==> src/rtl/biq_pkg.sv <==
package biq_pkg;

  localparam int SAMPLE_W = 14;
  localparam int COEF_W   = 16;
  localparam int OFFSET_W = 9;
  localparam int OPND_W   = 16;
  localparam int PROD_W   = COEF_W + OPND_W;
  // five products of at most 31 magnitude bits each, plus sign
  localparam int ACC_W    = 36;
  localparam int CNT_W    = $clog2(ACC_W + 1);
  localparam int CFG_IDX_W = 3;
  localparam int MAC_TAPS = 5;
  localparam int STEP_W   = 3;

  typedef enum logic [CFG_IDX_W-1:0] {
    CFG_B0     = 3'd0,
    CFG_B1     = 3'd1,
    CFG_B2     = 3'd2,
    CFG_A1     = 3'd3,
    CFG_A2     = 3'd4,
    CFG_DIVISOR = 3'd5,
    CFG_OFFSET = 3'd6
  } cfg_idx_t;

  typedef enum logic [2:0] {
    ST_IDLE,
    ST_MAC,
    ST_LOAD,
    ST_DIV,
    ST_OUT
  } seq_state_t;

  typedef struct packed {
    logic clear;
    logic mul_en;
    logic acc_en;
  } mac_ctl_t;

  typedef struct packed {
    logic busy;
    logic done;
  } div_sts_t;

endpackage

==> src/rtl/biquad_iir_to_pwm_duty.sv <==
// each accepted item passes through the multiply-accumulate steps, one divider
//   load, one divide step per quotient bit plus a done cycle, one output load
//   and one idle; in_stall holds off a new item until the last is through
// the next item is taken while a finished result still waits on the output
// reset: synchronous active-low rst_n restores register defaults and clears
//   the input and output delay lines
module biquad_iir_to_pwm_duty #(
  parameter int ADC_SHIFT = 5,
  parameter int PWM_STEPS = 512
) (
  input  logic                                 clk,
  input  logic                                 rst_n,
  input  logic                                 in_valid,
  output logic                                 in_stall,
  input  logic [biq_pkg::SAMPLE_W-1:0]         in_adc_sample,
  output logic                                 out_valid,
  input  logic                                 out_stall,
  output logic signed [biq_pkg::COEF_W-1:0]    out_filtered_value,
  output logic [biq_pkg::OFFSET_W-1:0]         out_duty_value,
  input  logic                                 cfg_valid,
  output logic                                 cfg_ready,
  input  logic [biq_pkg::CFG_IDX_W-1:0]        cfg_index,
  input  logic [biq_pkg::COEF_W-1:0]           cfg_data
);
  import biq_pkg::*;

  localparam int SHIFTED_W = SAMPLE_W - ADC_SHIFT;
  localparam int XW = ((SHIFTED_W > OFFSET_W) ? SHIFTED_W : OFFSET_W) + 1;
  localparam int DUTY_W = COEF_W + 2;
  localparam logic signed [DUTY_W-1:0] DUTY_MAX = DUTY_W'(PWM_STEPS - 1);
  localparam logic [ACC_W-1:0] POS_LIMIT = ACC_W'(32767);
  localparam logic [ACC_W-1:0] NEG_LIMIT = ACC_W'(32768);

  // configuration registers
  logic signed [COEF_W-1:0] b0_r, b1_r, b2_r, a1_r, a2_r;
  logic [COEF_W-1:0]        gain_r;
  logic [OFFSET_W-1:0]      offset_r;

  // delay lines and current input
  logic signed [XW-1:0]     x_cur_r, x1_r, x2_r;
  logic signed [COEF_W-1:0] y1_r, y2_r;

  seq_state_t        state_r, state_nxt;
  logic [STEP_W-1:0] step_r;

  logic                     out_valid_r;
  logic signed [COEF_W-1:0] filt_r;
  logic [OFFSET_W-1:0]      duty_r;

  logic                     in_accept;
  logic                     out_load;
  logic                     div_start;
  mac_ctl_t                 mac_ctl;
  div_sts_t                 div_sts;
  logic signed [COEF_W-1:0] mac_coef;
  logic signed [OPND_W-1:0] mac_opnd;
  logic signed [ACC_W-1:0]  acc;
  logic [ACC_W-1:0]         quo_mag;
  logic                     quo_neg;
  logic [COEF_W-1:0]        divisor;

  logic [SAMPLE_W-1:0]      smp_shift;
  logic signed [XW-1:0]     x_in;
  logic signed [COEF_W-1:0] y_sat;
  logic signed [DUTY_W-1:0] duty_sum;
  logic [OFFSET_W-1:0]      duty_sat;

  assign cfg_ready = 1'b1;

  always_ff @(posedge clk) begin
    if (!rst_n) begin
      b0_r     <= 16'sd100;
      b1_r     <= 16'sd200;
      b2_r     <= 16'sd100;
      a1_r     <= 16'sd1634;
      a2_r     <= -16'sd764;
      gain_r   <= 16'd1374;
      offset_r <= 9'd256;
    end else if (cfg_valid && cfg_ready) begin
      unique case (cfg_index)
        CFG_B0:      b0_r     <= cfg_data;
        CFG_B1:      b1_r     <= cfg_data;
        CFG_B2:      b2_r     <= cfg_data;
        CFG_A1:      a1_r     <= cfg_data;
        CFG_A2:      a2_r     <= cfg_data;
        CFG_DIVISOR: gain_r   <= cfg_data;
        CFG_OFFSET:  offset_r <= cfg_data[OFFSET_W-1:0];
        default: ;
      endcase
    end
  end

  assign smp_shift = in_adc_sample >> ADC_SHIFT;
  assign x_in = $signed(XW'(smp_shift)) - $signed(XW'(offset_r));

  // next state
  always_comb begin
    state_nxt = state_r;
    unique case (state_r)
      ST_IDLE: if (in_valid) state_nxt = ST_MAC;
      ST_MAC:  if (step_r == STEP_W'(MAC_TAPS)) state_nxt = ST_LOAD;
      ST_LOAD: state_nxt = ST_DIV;
      ST_DIV:  if (div_sts.done) state_nxt = ST_OUT;
      ST_OUT:  if (!out_valid_r || !out_stall) state_nxt = ST_IDLE;
      default: state_nxt = ST_IDLE;
    endcase
  end

  // sequencer outputs
  always_comb begin
    in_stall       = (state_r != ST_IDLE);
    in_accept      = (state_r == ST_IDLE) && in_valid;
    mac_ctl.clear  = in_accept;
    mac_ctl.mul_en = (state_r == ST_MAC) && (step_r < STEP_W'(MAC_TAPS));
    mac_ctl.acc_en = (state_r == ST_MAC) && (step_r != '0);
    div_start      = (state_r == ST_LOAD);
    out_load       = (state_r == ST_OUT) && (!out_valid_r || !out_stall);
  end

  always_ff @(posedge clk) begin
    if (!rst_n) begin
      state_r <= ST_IDLE;
      step_r  <= '0;
    end else begin
      state_r <= state_nxt;
      if (in_accept) begin
        step_r <= '0;
      end else if (state_r == ST_MAC) begin
        step_r <= step_r + 1'b1;
      end
    end
  end

  // tap select for the shared multiplier
  always_comb begin
    mac_coef = '0;
    mac_opnd = '0;
    unique case (step_r)
      3'd0: begin mac_coef = b0_r; mac_opnd = OPND_W'(x_cur_r); end
      3'd1: begin mac_coef = b1_r; mac_opnd = OPND_W'(x1_r); end
      3'd2: begin mac_coef = b2_r; mac_opnd = OPND_W'(x2_r); end
      3'd3: begin mac_coef = a1_r; mac_opnd = y1_r; end
      3'd4: begin mac_coef = a2_r; mac_opnd = y2_r; end
      default: ;
    endcase
  end

  biq_mac u_mac (
    .clk   (clk),
    .rst_n (rst_n),
    .ctl   (mac_ctl),
    .coef  (mac_coef),
    .opnd  (mac_opnd),
    .acc   (acc)
  );

  // a zero divisor acts as one
  assign divisor = (gain_r == '0) ? COEF_W'(1) : gain_r;

  biq_div u_div (
    .clk      (clk),
    .rst_n    (rst_n),
    .start    (div_start),
    .dividend (acc),
    .divisor  (divisor),
    .quo_mag  (quo_mag),
    .quo_neg  (quo_neg),
    .sts      (div_sts)
  );

  // saturate quotient, then duty
  always_comb begin
    if (quo_neg) begin
      y_sat = (quo_mag > NEG_LIMIT) ? -16'sd32768
                                    : COEF_W'(17'd0 - quo_mag[COEF_W:0]);
    end else begin
      y_sat = (quo_mag > POS_LIMIT) ? 16'sd32767 : $signed(quo_mag[COEF_W-1:0]);
    end
    duty_sum = DUTY_W'(y_sat) + $signed(DUTY_W'(offset_r));
    priority if (duty_sum < 0) begin
      duty_sat = '0;
    end else if (duty_sum > DUTY_MAX) begin
      duty_sat = DUTY_MAX[OFFSET_W-1:0];
    end else begin
      duty_sat = duty_sum[OFFSET_W-1:0];
    end
  end

  always_ff @(posedge clk) begin
    if (!rst_n) begin
      x1_r <= '0;
      x2_r <= '0;
      y1_r <= '0;
      y2_r <= '0;
    end else if (out_load) begin
      x1_r <= x_cur_r;
      x2_r <= x1_r;
      y1_r <= y_sat;
      y2_r <= y1_r;
    end
  end

  always_ff @(posedge clk) begin
    if (in_accept) begin
      x_cur_r <= x_in;
    end
  end

  // output register holds the item until taken
  always_ff @(posedge clk) begin
    if (!rst_n) begin
      out_valid_r <= 1'b0;
    end else if (out_load) begin
      out_valid_r <= 1'b1;
    end else if (!out_stall) begin
      out_valid_r <= 1'b0;
    end
  end

  always_ff @(posedge clk) begin
    if (out_load) begin
      filt_r <= y_sat;
      duty_r <= duty_sat;
    end
  end

  assign out_valid          = out_valid_r;
  assign out_filtered_value = filt_r;
  assign out_duty_value     = duty_r;

endmodule

==> src/rtl/biq_mac.sv <==
module biq_mac (
  input  logic                                 clk,
  input  logic                                 rst_n,
  input  biq_pkg::mac_ctl_t                    ctl,
  input  logic signed [biq_pkg::COEF_W-1:0]    coef,
  input  logic signed [biq_pkg::OPND_W-1:0]    opnd,
  output logic signed [biq_pkg::ACC_W-1:0]     acc
);
  import biq_pkg::*;

  logic signed [PROD_W-1:0] prod_r;
  logic signed [ACC_W-1:0]  acc_r;

  // product is registered before it reaches the adder
  always_ff @(posedge clk) begin
    if (ctl.mul_en) begin
      prod_r <= coef * opnd;
    end
  end

  always_ff @(posedge clk) begin
    if (!rst_n) begin
      acc_r <= '0;
    end else if (ctl.clear) begin
      acc_r <= '0;
    end else if (ctl.acc_en) begin
      acc_r <= acc_r + ACC_W'(prod_r);
    end
  end

  assign acc = acc_r;

endmodule

==> src/rtl/biq_div.sv <==
module biq_div (
  input  logic                               clk,
  input  logic                               rst_n,
  input  logic                               start,
  input  logic signed [biq_pkg::ACC_W-1:0]   dividend,
  input  logic [biq_pkg::COEF_W-1:0]         divisor,
  output logic [biq_pkg::ACC_W-1:0]          quo_mag,
  output logic                               quo_neg,
  output biq_pkg::div_sts_t                  sts
);
  import biq_pkg::*;

  logic [ACC_W-1:0]  quo_r;
  logic [COEF_W-1:0] rem_r;
  logic [COEF_W-1:0] div_r;
  logic              neg_r;
  logic [CNT_W-1:0]  cnt_r;
  logic              busy_r;
  logic              done_r;

  logic [COEF_W:0]   trial;
  logic              fits;
  logic [COEF_W-1:0] rem_nxt;

  // restoring division, one quotient bit a cycle on the magnitude
  always_comb begin
    trial   = {rem_r, quo_r[ACC_W-1]};
    fits    = (trial >= {1'b0, div_r});
    rem_nxt = fits ? COEF_W'(trial - {1'b0, div_r}) : trial[COEF_W-1:0];
  end

  always_ff @(posedge clk) begin
    if (start) begin
      neg_r <= dividend[ACC_W-1];
      quo_r <= dividend[ACC_W-1] ? ACC_W'(-dividend) : ACC_W'(dividend);
      rem_r <= '0;
      div_r <= divisor;
    end else if (busy_r) begin
      rem_r <= rem_nxt;
      quo_r <= {quo_r[ACC_W-2:0], fits};
    end
  end

  always_ff @(posedge clk) begin
    if (!rst_n) begin
      busy_r <= 1'b0;
      done_r <= 1'b0;
      cnt_r  <= '0;
    end else begin
      done_r <= 1'b0;
      if (start) begin
        busy_r <= 1'b1;
        cnt_r  <= '0;
      end else if (busy_r) begin
        cnt_r <= cnt_r + 1'b1;
        if (cnt_r == CNT_W'(ACC_W - 1)) begin
          busy_r <= 1'b0;
          done_r <= 1'b1;
        end
      end
    end
  end

  assign quo_mag  = quo_r;
  assign quo_neg  = neg_r;
  assign sts.busy = busy_r;
  assign sts.done = done_r;

endmodule
==> config.mk <==
export PLATFORM = sky130hd
export DESIGN_NAME = biquad_iir_to_pwm_duty
export DESIGN_NICKNAME = d
export VERILOG_FILES = /design/src/rtl/biq_pkg.sv /design/src/rtl/biquad_iir_to_pwm_duty.sv /design/src/rtl/biq_mac.sv /design/src/rtl/biq_div.sv
export SDC_FILE = /design/constraint.sdc
export NUM_CORES = 2
export LEC_CHECK = 0
export BUFFER_PORTS_ARGS = -buffer_cell sky130_fd_sc_hd__buf_2
export CAP_MARGIN = 10
export CORE_MARGIN = 10
export CORE_UTILIZATION = 57
export CTS_CLUSTER_SIZE = 40
export DETAILED_ROUTE_END_ITERATION = 16
export HOLD_SLACK_MARGIN = 0.1
export PLACE_DENSITY = 0.75
export SYNTH_ARGS = -nofsm -noshare
export SYNTH_HDL_FRONTEND = slang
export SYNTH_HIERARCHICAL = 1
export SYNTH_SLANG_ARGS = --single-unit
==> constraint.sdc <==
create_clock -name clk -period 19.9 [get_ports clk]
set_input_delay 2.985 -clock clk [delete_from_list [all_inputs] [get_ports clk]]
set_output_delay 2.985 -clock clk [all_outputs]
set_load 0.05 [all_outputs]
==> flow_metrics.tcl <==
set metrics [dict create \
    power.leakage_nw 13.10 \
    period_minus_slack_ns 9.036 \
    htreeDepth 2 \
    clock-sinks 344 \
    holdCritPathClass "flip-flop to flip-flop" \
    drt_first_pass_iters 6 \
    route.met2.wl_um 35060 \
    grt_max_degree 128 \
    whs_ns 0.4644 \
    synthCells 3207 \
    tns_ns 0 \
    hold_viol_final 0 \
    coreArea_mm2 0.04915 \
    instances_no_fill 3874 \
    finalSetupViolations 0 \
    cts_buffer_depth 3 \
    areaGrowthSynthToFinish_pct 7.316 \
    m1WireLength_um 31050 \
    fp.dieH_um 243.2 \
    wl_met3_um 4938 \
    drc 0 \
    crit_path_frequent_cell "fa_1" \
    dp_cells 3804 \
    portBuffers 59 \
    routabilityCongestion 0.8926 \
    slew_headroom_pct 22.41 \
    initial_utilization_pct 57.79 \
    cp.required_ns 20.18 \
    cts_buffers 39 \
    syn_nets 3670 \
    first_global_vias 23120 \
    ir_drop_v 0.0001130 \
    cts_setup_buffers 0 \
    nNetsFinal 3644 \
    cts_root_buf "clkbuf_16" \
    drive_gt1_share_pct 6.449 \
    r2r_cells 26 \
    die_area_mm2 0.05916 \
    cts_tree "yes" \
    vias 22730 \
    n_antenna_cell 0 \
    die_w_um 243.2 \
    rows 81 \
    layout_common_cells "nand2_1, inv_1, fa_1" \
    rsz0062_at_grt "no" \
    worst_pin_slew_ns 1.162 \
    grt_use_total_pct 24.38 \
    antenna_found_initial 1 \
    p_per_area_mw_per_mm2 120.4 \
    slowest_delay_ns 0.89 \
    whs_path_depth 2 \
    highest_layer "met5" \
    drtAntennaViolNets 0 \
    mostFrequentLayoutCell "nand2_1" \
    hold_buffers 0 \
    io_pins 66 \
    utilization_pct 62.02 \
    crit_type "flip-flop to flip-flop" \
    max_freq_mhz 110.7 \
    via_per_inst 5.867 \
    endpoint_kind "flip-flop" \
    place_ws_ns 10.96 \
    post_cts_resize_count 0 \
    yosysWarnings 6 \
    drt_iter0_markers 2129 \
    crit_path_max_fanout 20 \
    path_clk_slew_ns 0.06 \
    fin_worst_skew_ns 0.02851 \
    avgRoutedWirePerCell_um 18.78 \
    cpMaxStageDelayCell "dfxtp_1" \
    grt_pass1_wl_um 118900 \
    worstSkewPairLatency_ns 0.58 \
    wirelength_um 72760 \
    run_status "completed" \
    fin_ws_ns 10.86 \
    fin_crit_sh_pct 45.41 \
    cp.arrival_ns 9.32 \
    avgSynthCellArea_um2 8.857 \
    grt-ovfl-total 0 \
    netlist_area_mm2 0.02841 \
    dp_hpwl_um 53450 \
    max_cap_violations 0 \
    critPathLaunchType "flip-flop" \
    slew_violations 0 \
]
## worst paths after layout
path / startpoint / endpoint / slack (ns)
max: step_r[2] / u_mac/prod_r[31] / 10.86
min: x2_r[3] / x2_r[3] / 0.46
max reg2reg: step_r[2] / u_mac/prod_r[31] / 10.86
min reg2reg: x2_r[3] / x2_r[3] / 0.46
## power by group
group,switching [mW],internal (mW),leakage [nW]
clock network,0.304,0.441,0.650
registers,0.0461,0.850,2.93
logic,1.22,0.808,9.53
total,1.57,2.10,13.1
## final cells by class
class / count / area, um^2
clock buffer: 46 / 1032
clock inverter: 24 / 296.5
fill: 4129 / 18670
inverter: 402 / 1509
multi-input combinational: 2304 / 18200
sequential: 344 / 8088
tap: 664 / 830.8
timing repair buffer: 90 / 530.5
## critical path: cells and delay by family (launching register included)
family	cells	cell delay, ns
adders and majority gates	8	3.93
and+or+nand+nor	4	1.62
AOI/OAI and AO/OA	7	1.54
DFF	1	0.89
buffers and inverters	6	0.65
xor gates and xnor gates	1	0.09
## through the flow
step | area, um^2 | total power, mW
finish | 30480 | 3.670
CTS | 30480 | 3.679
floorplan | 28410 | 2.451
detailed placement | 29160 | 2.924
global route | 30480 | 4.003
global placement | 29160 | 2.855
## routing by layer
metal | GRT usage [%] | vias up
li1 | - | 10620
met1 | 32.12 | 11170
met5 | 0 | -
met3 | 3.811 | 114
met2 | 40.64 | 821
met4 | 7.333 | 2
Power figures use the tool's default switching activity.
